<file path="src/rtl/ttsf_pkg.sv">
// Package for the temperature to seven-segment frame block.
// Holds scaling constants, the digit bundle type and segment/enable lookups.
// No dependencies.
package ttsf_pkg;

    localparam int unsigned SAMPLE_W  = 10;
    localparam int unsigned PROD_W    = 19;   // 1023*500 = 511500 < 2**19
    localparam int unsigned VALUE_W   = 9;    // degree value tops out at 500
    localparam int unsigned DIGIT_W   = 4;
    localparam int unsigned ENABLE_W  = 4;
    localparam int unsigned SEG_W     = 8;
    localparam int unsigned NUM_WORDS = 4;
    localparam int unsigned IDX_W     = 2;

    localparam logic [PROD_W-1:0]  SCALE_NUM = PROD_W'(500);
    localparam logic [PROD_W-1:0]  SCALE_DEN = PROD_W'(1023);

    // Word positions within one frame, thousands first
    localparam logic [IDX_W-1:0] POS_THOU  = 2'd0;
    localparam logic [IDX_W-1:0] POS_HUND  = 2'd1;
    localparam logic [IDX_W-1:0] POS_TENS  = 2'd2;
    localparam logic [IDX_W-1:0] POS_UNITS = 2'd3;

    // Active-low digit enables
    localparam logic [ENABLE_W-1:0] EN_THOU  = 4'b1110;
    localparam logic [ENABLE_W-1:0] EN_HUND  = 4'b1101;
    localparam logic [ENABLE_W-1:0] EN_TENS  = 4'b1011;
    localparam logic [ENABLE_W-1:0] EN_UNITS = 4'b0111;

    typedef struct packed {
        logic [DIGIT_W-1:0] thou;
        logic [DIGIT_W-1:0] hund;
        logic [DIGIT_W-1:0] tens;
        logic [DIGIT_W-1:0] units;
    } digits_t;

    // Common-cathode pattern, bit0 = segment a .. bit6 = segment g
    function automatic logic [SEG_W-1:0] seg_lut(input logic [DIGIT_W-1:0] d);
        logic [SEG_W-1:0] s;
        unique case (d)
            4'd0:    s = 8'h3F;
            4'd1:    s = 8'h06;
            4'd2:    s = 8'h5B;
            4'd3:    s = 8'h4F;
            4'd4:    s = 8'h66;
            4'd5:    s = 8'h6D;
            4'd6:    s = 8'h7D;
            4'd7:    s = 8'h07;
            4'd8:    s = 8'h7F;
            4'd9:    s = 8'h6F;
            default: s = 8'h6F;   // non-decimal codes show as nine
        endcase
        return s;
    endfunction

    function automatic logic [ENABLE_W-1:0] enable_lut(input logic [IDX_W-1:0] pos);
        logic [ENABLE_W-1:0] e;
        unique case (pos)
            POS_THOU:  e = EN_THOU;
            POS_HUND:  e = EN_HUND;
            POS_TENS:  e = EN_TENS;
            POS_UNITS: e = EN_UNITS;
            default:   e = EN_UNITS;
        endcase
        return e;
    endfunction

endpackage

</file>
<file path="src/rtl/ttsf_sample_if.sv">
// Input channel: one raw converter sample per item.
// Depends on ttsf_pkg.
interface ttsf_sample_if;
    logic                          valid;
    logic                          ready;
    logic [ttsf_pkg::SAMPLE_W-1:0] adc_sample;

    modport source (output valid, output adc_sample, input ready);
    modport sink   (input valid, input adc_sample, output ready);
endinterface

</file>
<file path="src/rtl/ttsf_frame_if.sv">
// Output channel: one display word (digit enable, segments, last flag) per item.
// Depends on ttsf_pkg.
interface ttsf_frame_if;
    logic                          valid;
    logic                          ready;
    logic [ttsf_pkg::ENABLE_W-1:0] digit_enable;
    logic [ttsf_pkg::SEG_W-1:0]    segment_pattern;
    logic                          last_digit;

    modport source (output valid, output digit_enable, output segment_pattern,
                    output last_digit, input ready);
    modport sink   (input valid, input digit_enable, input segment_pattern,
                    input last_digit, output ready);
endinterface

</file>
<file path="src/rtl/temperature_to_seven_segment_frames_top.sv">
// Top level: converter sample in, four seven-segment display words out.
// Depends on ttsf_pkg, ttsf_sample_if, ttsf_frame_if, ttsf_digit_pipe, ttsf_frame_ser.
//
//  Channel     Dir  Payload                                       Per item
//  sample_in   in   adc_sample[9:0]                               one sample
//  frame_out   out  digit_enable[3:0], segment_pattern[7:0],      one word, four per sample
//                   last_digit
//
// A sample passes four register stages (multiply, reciprocal estimate, correction,
// hundreds split) and then the serializer, which registers its four patterns before the
// first word is offered. The serializer sends one word a cycle while frame_out is ready,
// and takes the next sample as the units word leaves; up to five samples are in flight.
// Reset clears all valid bits and the serializer; a stall on frame_out freezes the
// pipeline without losing any item.
module temperature_to_seven_segment_frames_top (
    input  logic   clk,
    input  logic   rst_n,
    ttsf_sample_if.sink  sample_in,
    ttsf_frame_if.source frame_out
);
    import ttsf_pkg::*;

    logic    pipe_valid;
    logic    pipe_ready;
    digits_t pipe_digits;

    ttsf_digit_pipe u_pipe (
        .clk        (clk),
        .rst_n      (rst_n),
        .in_valid   (sample_in.valid),
        .in_ready   (sample_in.ready),
        .in_sample  (sample_in.adc_sample),
        .out_valid  (pipe_valid),
        .out_ready  (pipe_ready),
        .out_digits (pipe_digits)
    );

    ttsf_frame_ser u_ser (
        .clk          (clk),
        .rst_n        (rst_n),
        .in_valid     (pipe_valid),
        .in_ready     (pipe_ready),
        .in_digits    (pipe_digits),
        .out_valid    (frame_out.valid),
        .out_ready    (frame_out.ready),
        .out_enable   (frame_out.digit_enable),
        .out_segments (frame_out.segment_pattern),
        .out_last     (frame_out.last_digit)
    );

endmodule

</file>
<file path="src/rtl/ttsf_digit_pipe.sv">
// Four-stage pipeline: scale sample to degrees, divide by 1023, split digits.
// Depends on ttsf_pkg.
module ttsf_digit_pipe (
    input  logic                          clk,
    input  logic                          rst_n,
    input  logic                          in_valid,
    output logic                          in_ready,
    input  logic [ttsf_pkg::SAMPLE_W-1:0] in_sample,
    output logic                          out_valid,
    input  logic                          out_ready,
    output ttsf_pkg::digits_t             out_digits
);
    import ttsf_pkg::*;

    logic                 adv;
    logic                 v1_reg, v2_reg, v3_reg, v4_reg;
    logic [PROD_W-1:0]    prod1_reg, prod2_reg;
    logic [VALUE_W-1:0]   qest2_reg;
    logic [VALUE_W-1:0]   value3_reg;
    logic [DIGIT_W-1:0]   hund4_reg;
    logic [6:0]           rem4_reg;

    logic [PROD_W-1:0]    prod1_next;
    logic [29:0]          recip_sum;
    logic [VALUE_W-1:0]   qest2_next;
    logic [PROD_W-1:0]    qx_den;
    logic [PROD_W-1:0]    resid;
    logic [VALUE_W-1:0]   value3_next;
    logic [DIGIT_W-1:0]   hund4_next;
    logic [6:0]           rem4_next;
    logic [DIGIT_W-1:0]   tens_d;
    logic [6:0]           tens_x10;
    logic [6:0]           units_wide;

    // Advance every stage together unless the last stage holds an untaken item
    assign adv      = !v4_reg || out_ready;
    assign in_ready = adv;

    // Stage 1: multiply by 500
    assign prod1_next = PROD_W'(in_sample) * SCALE_NUM;

    // Stage 2: estimate p/1023 as p*1025/2**20, never above the true quotient
    assign recip_sum  = 30'(prod1_reg) + {1'b0, prod1_reg, 10'b0};
    assign qest2_next = recip_sum[28:20];

    // Stage 3: correct the estimate by at most one; the result never exceeds
    // 500, so the 9999 display limit cannot be hit and needs no clamp
    assign qx_den      = {qest2_reg, 10'b0} - PROD_W'(qest2_reg);
    assign resid       = prod2_reg - qx_den;
    assign value3_next = (resid >= SCALE_DEN) ? qest2_reg + VALUE_W'(1) : qest2_reg;

    // Stage 4: hundreds digit and remainder below one hundred
    always_comb
    begin
        priority if (value3_reg >= VALUE_W'(500))
        begin
            hund4_next = 4'd5;
            rem4_next  = 7'(value3_reg - VALUE_W'(500));
        end
        else if (value3_reg >= VALUE_W'(400))
        begin
            hund4_next = 4'd4;
            rem4_next  = 7'(value3_reg - VALUE_W'(400));
        end
        else if (value3_reg >= VALUE_W'(300))
        begin
            hund4_next = 4'd3;
            rem4_next  = 7'(value3_reg - VALUE_W'(300));
        end
        else if (value3_reg >= VALUE_W'(200))
        begin
            hund4_next = 4'd2;
            rem4_next  = 7'(value3_reg - VALUE_W'(200));
        end
        else if (value3_reg >= VALUE_W'(100))
        begin
            hund4_next = 4'd1;
            rem4_next  = 7'(value3_reg - VALUE_W'(100));
        end
        else
        begin
            hund4_next = 4'd0;
            rem4_next  = 7'(value3_reg);
        end
    end

    // Tens and units from the stage-4 remainder
    always_comb
    begin
        priority if (rem4_reg >= 7'd90) tens_d = 4'd9;
        else if (rem4_reg >= 7'd80)     tens_d = 4'd8;
        else if (rem4_reg >= 7'd70)     tens_d = 4'd7;
        else if (rem4_reg >= 7'd60)     tens_d = 4'd6;
        else if (rem4_reg >= 7'd50)     tens_d = 4'd5;
        else if (rem4_reg >= 7'd40)     tens_d = 4'd4;
        else if (rem4_reg >= 7'd30)     tens_d = 4'd3;
        else if (rem4_reg >= 7'd20)     tens_d = 4'd2;
        else if (rem4_reg >= 7'd10)     tens_d = 4'd1;
        else                            tens_d = 4'd0;
    end

    assign tens_x10   = {tens_d, 3'b000} + {2'b00, tens_d, 1'b0};
    assign units_wide = rem4_reg - tens_x10;

    assign out_valid        = v4_reg;
    assign out_digits.thou  = '0;
    assign out_digits.hund  = hund4_reg;
    assign out_digits.tens  = tens_d;
    assign out_digits.units = units_wide[DIGIT_W-1:0];

    // Valid bits
    always_ff @(posedge clk or negedge rst_n)
    begin
        if (!rst_n)
        begin
            v1_reg <= 1'b0;
            v2_reg <= 1'b0;
            v3_reg <= 1'b0;
            v4_reg <= 1'b0;
        end
        else if (adv)
        begin
            v1_reg <= in_valid;
            v2_reg <= v1_reg;
            v3_reg <= v2_reg;
            v4_reg <= v3_reg;
        end
    end

    // Payload registers
    always_ff @(posedge clk)
    begin
        if (adv)
        begin
            prod1_reg  <= prod1_next;
            prod2_reg  <= prod1_reg;
            qest2_reg  <= qest2_next;
            value3_reg <= value3_next;
            hund4_reg  <= hund4_next;
            rem4_reg   <= rem4_next;
        end
    end

    // A stalled last stage keeps its item
    a_hold_on_stall: assert property (@(posedge clk) disable iff (!rst_n)
        (v4_reg && !out_ready) |=> (v4_reg && $stable(hund4_reg) && $stable(rem4_reg)))
        else $error("stalled item changed in last stage");

    // Corrected quotient stays in the scaled range
    a_value_range: assert property (@(posedge clk) disable iff (!rst_n)
        v3_reg |-> (value3_reg <= VALUE_W'(500)))
        else $error("degree value out of range");

    // Remainder is a two-digit value
    a_rem_range: assert property (@(posedge clk) disable iff (!rst_n)
        v4_reg |-> (rem4_reg < 7'd100 && units_wide < 7'd10))
        else $error("digit split remainder out of range");

endmodule

</file>
<file path="src/rtl/ttsf_frame_ser.sv">
// Frame serializer: holds four segment patterns and sends them one word a cycle while the output is ready.
// Depends on ttsf_pkg.
module ttsf_frame_ser (
    input  logic                          clk,
    input  logic                          rst_n,
    input  logic                          in_valid,
    output logic                          in_ready,
    input  ttsf_pkg::digits_t             in_digits,
    output logic                          out_valid,
    input  logic                          out_ready,
    output logic [ttsf_pkg::ENABLE_W-1:0] out_enable,
    output logic [ttsf_pkg::SEG_W-1:0]    out_segments,
    output logic                          out_last
);
    import ttsf_pkg::*;

    logic                 busy_reg, busy_next;
    logic [IDX_W-1:0]     idx_reg, idx_next;
    logic [SEG_W-1:0]     seg_reg [NUM_WORDS];
    logic                 take;
    logic                 load;

    // Take a new frame when empty or as the units word leaves
    assign take     = !busy_reg || (out_ready && idx_reg == POS_UNITS);
    assign load     = take && in_valid;
    assign in_ready = take;

    assign out_valid    = busy_reg;
    assign out_enable   = enable_lut(idx_reg);
    assign out_segments = seg_reg[idx_reg];
    assign out_last     = (idx_reg == POS_UNITS);

    // Next word position and occupancy
    always_comb
    begin
        busy_next = busy_reg;
        idx_next  = idx_reg;
        priority if (load)
        begin
            busy_next = 1'b1;
            idx_next  = POS_THOU;
        end
        else if (take)
        begin
            busy_next = 1'b0;
            idx_next  = POS_THOU;
        end
        else if (out_ready)
        begin
            idx_next = idx_reg + IDX_W'(1);
        end
    end

    always_ff @(posedge clk or negedge rst_n)
    begin
        if (!rst_n)
        begin
            busy_reg <= 1'b0;
            idx_reg  <= POS_THOU;
        end
        else
        begin
            busy_reg <= busy_next;
            idx_reg  <= idx_next;
        end
    end

    // Load the four patterns of a frame
    always_ff @(posedge clk)
    begin
        if (load)
        begin
            seg_reg[POS_THOU]  <= seg_lut(in_digits.thou);
            seg_reg[POS_HUND]  <= seg_lut(in_digits.hund);
            seg_reg[POS_TENS]  <= seg_lut(in_digits.tens);
            seg_reg[POS_UNITS] <= seg_lut(in_digits.units);
        end
    end

    // Word position only moves while a frame is held
    a_idx_busy: assert property (@(posedge clk) disable iff (!rst_n)
        (idx_reg != POS_THOU) |-> busy_reg)
        else $error("word position set with no frame held");

    // A sent non-final word steps to the next position
    a_step: assert property (@(posedge clk) disable iff (!rst_n)
        (busy_reg && out_ready && idx_reg != POS_UNITS) |=> (idx_reg == $past(idx_reg) + IDX_W'(1)))
        else $error("word position did not advance");

    // A new frame always starts at the thousands word
    a_start: assert property (@(posedge clk) disable iff (!rst_n)
        load |=> (busy_reg && idx_reg == POS_THOU))
        else $error("frame did not start at thousands word");

endmodule
</file>
<file path="src/flat_wrapper.sv">
// flat-port wrapper written by rule: the top's interface ports become plain ports
module temperature_to_seven_segment_frames_top_flat import ttsf_pkg::*;
  (clk, rst_n, sample_in_valid, sample_in_adc_sample, sample_in_ready, frame_out_valid, frame_out_digit_enable, frame_out_segment_pattern, frame_out_last_digit, frame_out_ready);
  ttsf_sample_if sample_in_i ();
  ttsf_frame_if frame_out_i ();
  input  logic clk;
  input  logic rst_n;
  input wire logic [$bits(sample_in_i.valid)-1:0] sample_in_valid;
  input wire logic [$bits(sample_in_i.adc_sample)-1:0] sample_in_adc_sample;
  output wire logic [$bits(sample_in_i.ready)-1:0] sample_in_ready;
  output wire logic [$bits(frame_out_i.valid)-1:0] frame_out_valid;
  output wire logic [$bits(frame_out_i.digit_enable)-1:0] frame_out_digit_enable;
  output wire logic [$bits(frame_out_i.segment_pattern)-1:0] frame_out_segment_pattern;
  output wire logic [$bits(frame_out_i.last_digit)-1:0] frame_out_last_digit;
  input wire logic [$bits(frame_out_i.ready)-1:0] frame_out_ready;
  assign sample_in_i.valid = sample_in_valid;
  assign sample_in_i.adc_sample = sample_in_adc_sample;
  assign sample_in_ready = sample_in_i.ready;
  assign frame_out_valid = frame_out_i.valid;
  assign frame_out_digit_enable = frame_out_i.digit_enable;
  assign frame_out_segment_pattern = frame_out_i.segment_pattern;
  assign frame_out_last_digit = frame_out_i.last_digit;
  assign frame_out_i.ready = frame_out_ready;
  temperature_to_seven_segment_frames_top u_core (.clk(clk), .rst_n(rst_n), .sample_in(sample_in_i), .frame_out(frame_out_i));
endmodule
</file>
<file path="config.mk">
export PLATFORM = sky130hd
export DESIGN_NAME = temperature_to_seven_segment_frames_top_flat
export DESIGN_NICKNAME = d
export VERILOG_FILES = /design/src/rtl/ttsf_pkg.sv /design/src/rtl/ttsf_sample_if.sv /design/src/rtl/ttsf_frame_if.sv /design/src/rtl/temperature_to_seven_segment_frames_top.sv /design/src/rtl/ttsf_digit_pipe.sv /design/src/rtl/ttsf_frame_ser.sv /design/src/flat_wrapper.sv
export SDC_FILE = /design/constraint.sdc
export NUM_CORES = 1
export LEC_CHECK = 0
export ABC_AREA = 0
export BUFFER_PORTS_ARGS = -buffer_cell sky130_fd_sc_hd__buf_2
export CORE_MARGIN = 2
export CORE_UTILIZATION = 58
export CTS_CLUSTER_DIAMETER = 40
export DETAILED_ROUTE_END_ITERATION = 10
export HOLD_SLACK_MARGIN = 0.1
export PLACE_DENSITY_LB_ADDON = 0.3
export SKIP_CTS_REPAIR_TIMING = 1
export SLEW_MARGIN = 0
export SYNTH_ARGS = -nofsm -noshare
export SYNTH_HDL_FRONTEND = slang
export SYNTH_HIERARCHICAL = 1
export SYNTH_SLANG_ARGS = --single-unit
</file>
<file path="constraint.sdc">
create_clock -name clk -period 2.9 [get_ports clk]
set_input_delay 0 -clock clk [delete_from_list [all_inputs] [get_ports clk]]
set_output_delay 0 -clock clk [all_outputs]
set_load 0.02 [all_outputs]
</file>
---- After elaboration in Yosys (flattened, before gate mapping) ----
Memory sizes are Yosys's and may differ from the RTL's.
Index checks and enable logic that the tools add are counted.
word-level totals
  input port bits ......................... 14
  register bits after elaboration ......... 70
  memories kept ........................... 5
  RAM bits ................................ 32
  output and inout bits ................... 15
  logic and storage cells ................. 92
  memory bits (read-only) ................. 448
memory list
  name                  words  bits a word  read ports  clocked after Yosys merged registers in  write ports  RTL line              RTL
  (no name shown)       16     7            1           0                                        0            ttsf_pkg.sv:40        unique case (d)
  (no name shown)       16     7            1           0                                        0            ttsf_pkg.sv:40
  (no name shown)       16     7            1           0                                        0            ttsf_pkg.sv:40
  (no name shown)       16     7            1           0                                        0            ttsf_pkg.sv:40
  u_core.u_ser.seg_reg  4      8            1           0                                        4            ttsf_frame_ser.sv:19  logic [SEG_W-1:0] seg_reg [NUM_WORDS];
operators by class
  order comparisons ....................... 15
  equal/unequal tests ..................... 3
  add/subtract/negate cells ............... 12
  multipliers ............................. 1
  reduce and logical (&&, ||, !) cells .... 11
  mux-type cells .......................... 31
operators by type and width
  kind                   count
  $mux 7                 5
  $mux 8                 4
  $add 19x29->29         1
  $ge 9x9->1 const B     3
  $ge 7x6->1 const B     3
  $ge 7x7->1 const B     3
  $sub 7x7->7 const B    3
  $ge 19x10->1 const B   1
  $sub 19x19->19         1
  $sub 19x9->19          1
  $mul 10x7->17 const B  1
  $pmux 4 s4             1
  $ge 7x5->1 const B     2
  $mux 2                 7
  $mux 3                 4
  $add 9x1->9 const B    1
  $ge 9x7->1 const B     1
  $ge 9x8->1 const B     1
  $mux 9                 1
  $mux 4                 2
  $ge 7x4->1 const B     1
  $mux 1                 7
  $sub 7x5->7 const B    1
  $sub 7x6->7 const B    1
  other kinds (13)       17

---- Logic depth before layout (Yosys ltp) ----
An unclocked memory read counts as a cell.
  depth after elaboration ................. 14
  mapped depth ............................ 16
  depth with buffers taken out ............ 16

---- Hierarchy ----
The synthesis kept the hierarchy.
modules (own cells, without submodules)
  module           cells an instance  seq. area each (um^2)  times used  area an instance (um^2)
  ttsf_digit_pipe  611                1,961.9                1           6,292.3
  ttsf_frame_ser   147                915.9                  1           1,879.3

---- Worst setup path before layout ----
No wires, ideal clock.
  path kind ............................... input to register
  start ................................... in sample_in_adc_sample[0]
  end ..................................... reg u_core.u_pipe.prod1_reg[17], data pin
  slack ................................... -918 ps
  setup time .............................. 266 ps
  path buffers ............................ 0
  data required time ...................... 2,634 ps
  arrival ................................. 3,552 ps
  stages .................................. 16
  cell sequence ........................... fa_1 -> xor2_1 -> ha_1 -> inv_1 -> fa_1 -> fa_1 -> inv_1 -> ha_1 -> a21oi_1 -> o21bai_1 -> a21oi_1 -> nor2b_1 -> o2111ai_1 -> nand3_1 -> o41ai_1 -> xnor2_1
on the way
  longest elaborated chain between the ends .. 1
RTL lines
  what                              RTL line                RTL
  from (decl)                       flat_wrapper.sv:9       input wire logic [$bits(sample_in_i.adc_sample)-1:0] sample_in_adc_sample;
  $mul 10x7->17                     ttsf_digit_pipe.sv:40   assign prod1_next = PROD_W'(in_sample) * SCALE_NUM;
  net u_core.u_pipe.prod1_next[17]  ttsf_digit_pipe.sv:23   logic [PROD_W-1:0] prod1_next;
  to (signal assigned)              ttsf_digit_pipe.sv:135  prod1_reg <= prod1_next;
  to (decl)                         ttsf_digit_pipe.sv:17   logic [PROD_W-1:0] prod1_reg, prod2_reg;
The timed path passes the listed nets, and every way through them passes these cells.
A chain may end at the register's enable or synchronous reset.

---- Worst setup path in the final report ----
  start ................................... in sample_in_adc_sample[2]
  end ..................................... reg u_core.u_pipe.prod1_reg[18], data pin
The elaborated chain is that of the path after synthesis.

==> results_dict.tcl <==
set metrics [dict create \
    status "complete, but fails checks" \
    violations "negative setup slack" \
    maxCapViolCount 0 \
    final_net_count 1085 \
    total_power_mw 12.6 \
    drc 0 \
    clock_path_buffers 2 \
    grt_pass1_wl_mm 28.7 \
    h-tree-depth 3 \
    clk-insertion-delay-late_ns 0.35 \
    io_buffer_count 27 \
    relSlewSlack_pct 55.8 \
    peakVddDrop_mv 0.546 \
    met1_usage_pct 29.1 \
    drive_gt1_share_pct 28.0 \
    power.switching_mw 5.41 \
    p_int_mw 7.17 \
    cts_tree "built" \
    path_cells "buf_8 -> buf_4 -> fa_1 -> inv_1 -> fa_1 -> fa_1 -> inv_1 -> fa_1 -> ha_4 -> or2_2 -> a31oi_4 -> a21oi_2 -> a21o_1 -> a21oi_2 -> xnor2_1" \
    min_period_ns 3.67 \
    yosysWarningCount 6 \
    routed_wirelength_mm 19.0 \
    cts-root-buf "clkbuf_16" \
    dp.cells 1064 \
    antenna-diode-count 0 \
    dr_total_vias 6214 \
    die_area_um2 15100 \
    fin_cells 1101 \
    final_antenna_net_count 0 \
    crit_path_end_kind "flip-flop" \
    p_per_area_nw_per_um2 1220 \
    viasPerCell 5.64 \
    crit_path_end "u_core/u_pipe/prod1_reg[18]" \
    fin_ws_ns -0.766 \
    synth_area_leader_cell "edfxtp_1" \
    dpl_cell_area_um2 9540 \
    worstPathMaxFanout 4 \
    core_um2 13800 \
    rr_worst_depth 14 \
    track_usage_pct 24.5 \
    critPathBufInv 4 \
    finalCritPeriodShare_pct 126 \
    synthTopCellsByArea "edfxtp_1, ha_1, fa_1" \
    timing.rr.end "u_core/u_pipe/value3_reg[5]" \
    crit_start "sample_in_adc_sample[2]" \
    largest_reg_flops 28 \
    drt-initial-drc-count 419 \
    gp_congestion 0.873 \
    worst_pin_slew_ns 0.657 \
    grt.busiest_layer "met2" \
    synth_cell_types 72 \
    synth.cell_area_um2 8170 \
    netlist_instances 758 \
    finalMaxSlewViolations 0 \
    dieWidth_um 123 \
    p_clk_share_pct 9.2 \
    grt-ovfl-total 0 \
    grt_max_degree 29 \
    cp_common_cell "fa_1" \
    crit_path_top_delay_cell "fa_1" \
    worstSetupPathType "in2reg" \
    start_util_pct 59.1 \
    cts-buffers-inserted 9 \
    fin_area_um2 10300 \
    cpPeakStageDelay_ns 0.54 \
    die_h_um 123 \
    startpoint_type "input port" \
    yosysSeqAreaShare_pct 35.2 \
    worstPathArrival_ns 3.76 \
    pwr-share-comb_pct 69.1 \
    p_leak_nw 4.51 \
    rows 43 \
    routedWlPerCell_um 17.2 \
    path_delay_family "adder cells" \
    finClkSkew_ns 0.0117 \
    r2r_start "u_core/u_pipe/qest2_reg[3]" \
    io_pins 29 \
    power_frac_seq_pct 21.7 \
    clkSlewWorstSetupHoldPaths_ns 0.07 \
    critical_path_depth 15 \
    setup_viol 18 \
    dp_hpwl_mm 13.8 \
    synth-seq-cells 97 \
    synth-edff-count 90 \
    hold_viol_final 0 \
    regToRegSetupSlack_ns -0.52 \
    grt_util_met3_pct 4.28 \
    grt_use_met2_pct 44.2 \
    synth_top_area_share_pct 33.1 \
    min_path_type "in2reg" \
    cp.required_ns 2.99 \
    grt_pass1_vias 6141 \
    syn-mean-instance-area_um2 10.8 \
    switching_share_pct 43.0 \
    area_growth_pct 26.1 \
    timing.fmax_ghz 0.273 \
    clkSinkCount 97 \
    dr.pass1.iters 7 \
    antenna_found_initial 0 \
    synth_flop_cell "edfxtp_1" \
    async_flop_share_pct 7.22 \
    grt_setup_unrepaired "true" \
]
[routing by layer]
layer / wire length, um / vias to the layer above
met1: 7710 / 3030
met2: 10000 / 161
met5: 0 / -
li1: - / 2977
met4: 613 / 0
met3: 639 / 46
[cell families (layout without fill, tap and decap cells)]
| family | after synthesis | after routing | share of synthesized area (%) |
|---|---|---|---|
| other | 2 | 6 | 0.0919 |
| buffers and inverters | 131 | 290 | 6.40 |
| DFF | 97 | 97 | 35.2 |
| xor gates and xnor gates | 48 | 48 | 5.14 |
| AOI/OAI and AO/OA | 148 | 148 | 12.8 |
| and+or+nand+nor | 158 | 158 | 10.5 |
| muxes | 18 | 18 | 3.32 |
| adders and majority gates | 156 | 156 | 26.5 |
[Yosys cell counts, types with 4 or more instances]
cell type / count
nand3_1: 14
and3_1: 5
mux4_2: 7
a211oi_1: 4
o2111ai_1: 5
fa_1: 29
dfrtp_1: 7
o21bai_1: 5
and2_1: 5
xnor2_1: 39
or2_2: 5
o21a_1: 10
a21o_1: 17
mux2i_1: 8
buf_4: 6
nand3b_1: 13
nand2_1: 28
o211ai_1: 11
nor3_1: 6
nor2_1: 31
a21oi_1: 33
xor2_1: 9
nor2b_1: 6
or3_1: 6
edfxtp_1: 90
ha_1: 126
o21ai_0: 22
nand2b_1: 23
inv_1: 119
[worst min-delay path, delay by kind of cell]
family	cells	cell delay, ns
fa+ha+maj	2	0.26
buf+inv	2	0.19
[power by group through the flow]
stage               combinational (mW)  clock [mW]  sequential (mW)
floorplan                         5.14           0             2.61
global placement                  7.14           0             2.69
detailed placement                7.54           0             2.73
CTS                               7.64        1.17             2.71
global route                      9.44        1.23             2.77
finish                            8.68        1.16             2.73
[layout by cell type, fill, tap and decap left out, types with 5 or more instances in the layout]
master	count
a21o_1	16
a21oi_1	24
a21oi_2	8
and3_1	5
buf_2	25
buf_4	113
clkbuf_16	10
conb_1	6
dfrtp_1	7
dlygate4sd3_1	7
edfxtp_1	90
fa_1	29
ha_1	109
ha_4	16
inv_1	106
inv_2	13
mux2i_1	7
mux4_2	7
nand2_1	28
nand2b_1	22
nand3_1	14
nand3b_1	13
nor2_1	28
nor3_1	6
o211ai_1	11
o21a_1	10
o21ai_0	19
o21bai_1	5
or3_1	6
xnor2_1	36
xor2_1	9
[cell type report]
type                    count  area, um^2
clock buffers               9         225
inverters                 119         447
repair buffers            155        1200
fillers                   854        3520
clock inverters             7        66.3
flip-flops and latches     97        2880
multi-input cells         534        5260
well taps                 180         225
[metrics by stage]
| step | util (%) | setup TNS [ns] | worst slack, ns | hold slack, ns |
|---|---|---|---|---|
| after floorplan | - | -4.57 | -0.694 | -0.296 |
| after global placement | 69.0 | -8.29 | -0.940 | -0.169 |
| after detailed placement | 69.0 | -9.91 | -1.12 | -0.161 |
| after CTS | 71.1 | -6.84 | -0.740 | -0.540 |
| after global routing | 74.5 | -9.93 | -0.903 | 0.247 |
| final | 74.5 | -7.83 | -0.766 | 0.226 |
[worst min path at each step]
stage                     depth (start not counted)  slack (ns)                     from                         end
final                                             4        0.23  sample_in_adc_sample[2]  u_core/u_pipe/prod1_reg[5]
after detailed placement                          1       -0.16                    rst_n        u_core/u_pipe/v3_reg
after floorplan                                   0       -0.30                    rst_n     u_core/u_pipe/out_valid
after global routing                              4        0.25  sample_in_adc_sample[2]  u_core/u_pipe/prod1_reg[5]
after CTS                                         1       -0.54                    rst_n        u_core/u_pipe/v3_reg
after global placement                            1       -0.17                    rst_n      u_core/u_ser/out_valid
No activity file was read; power rests on OpenSTA's default activity.
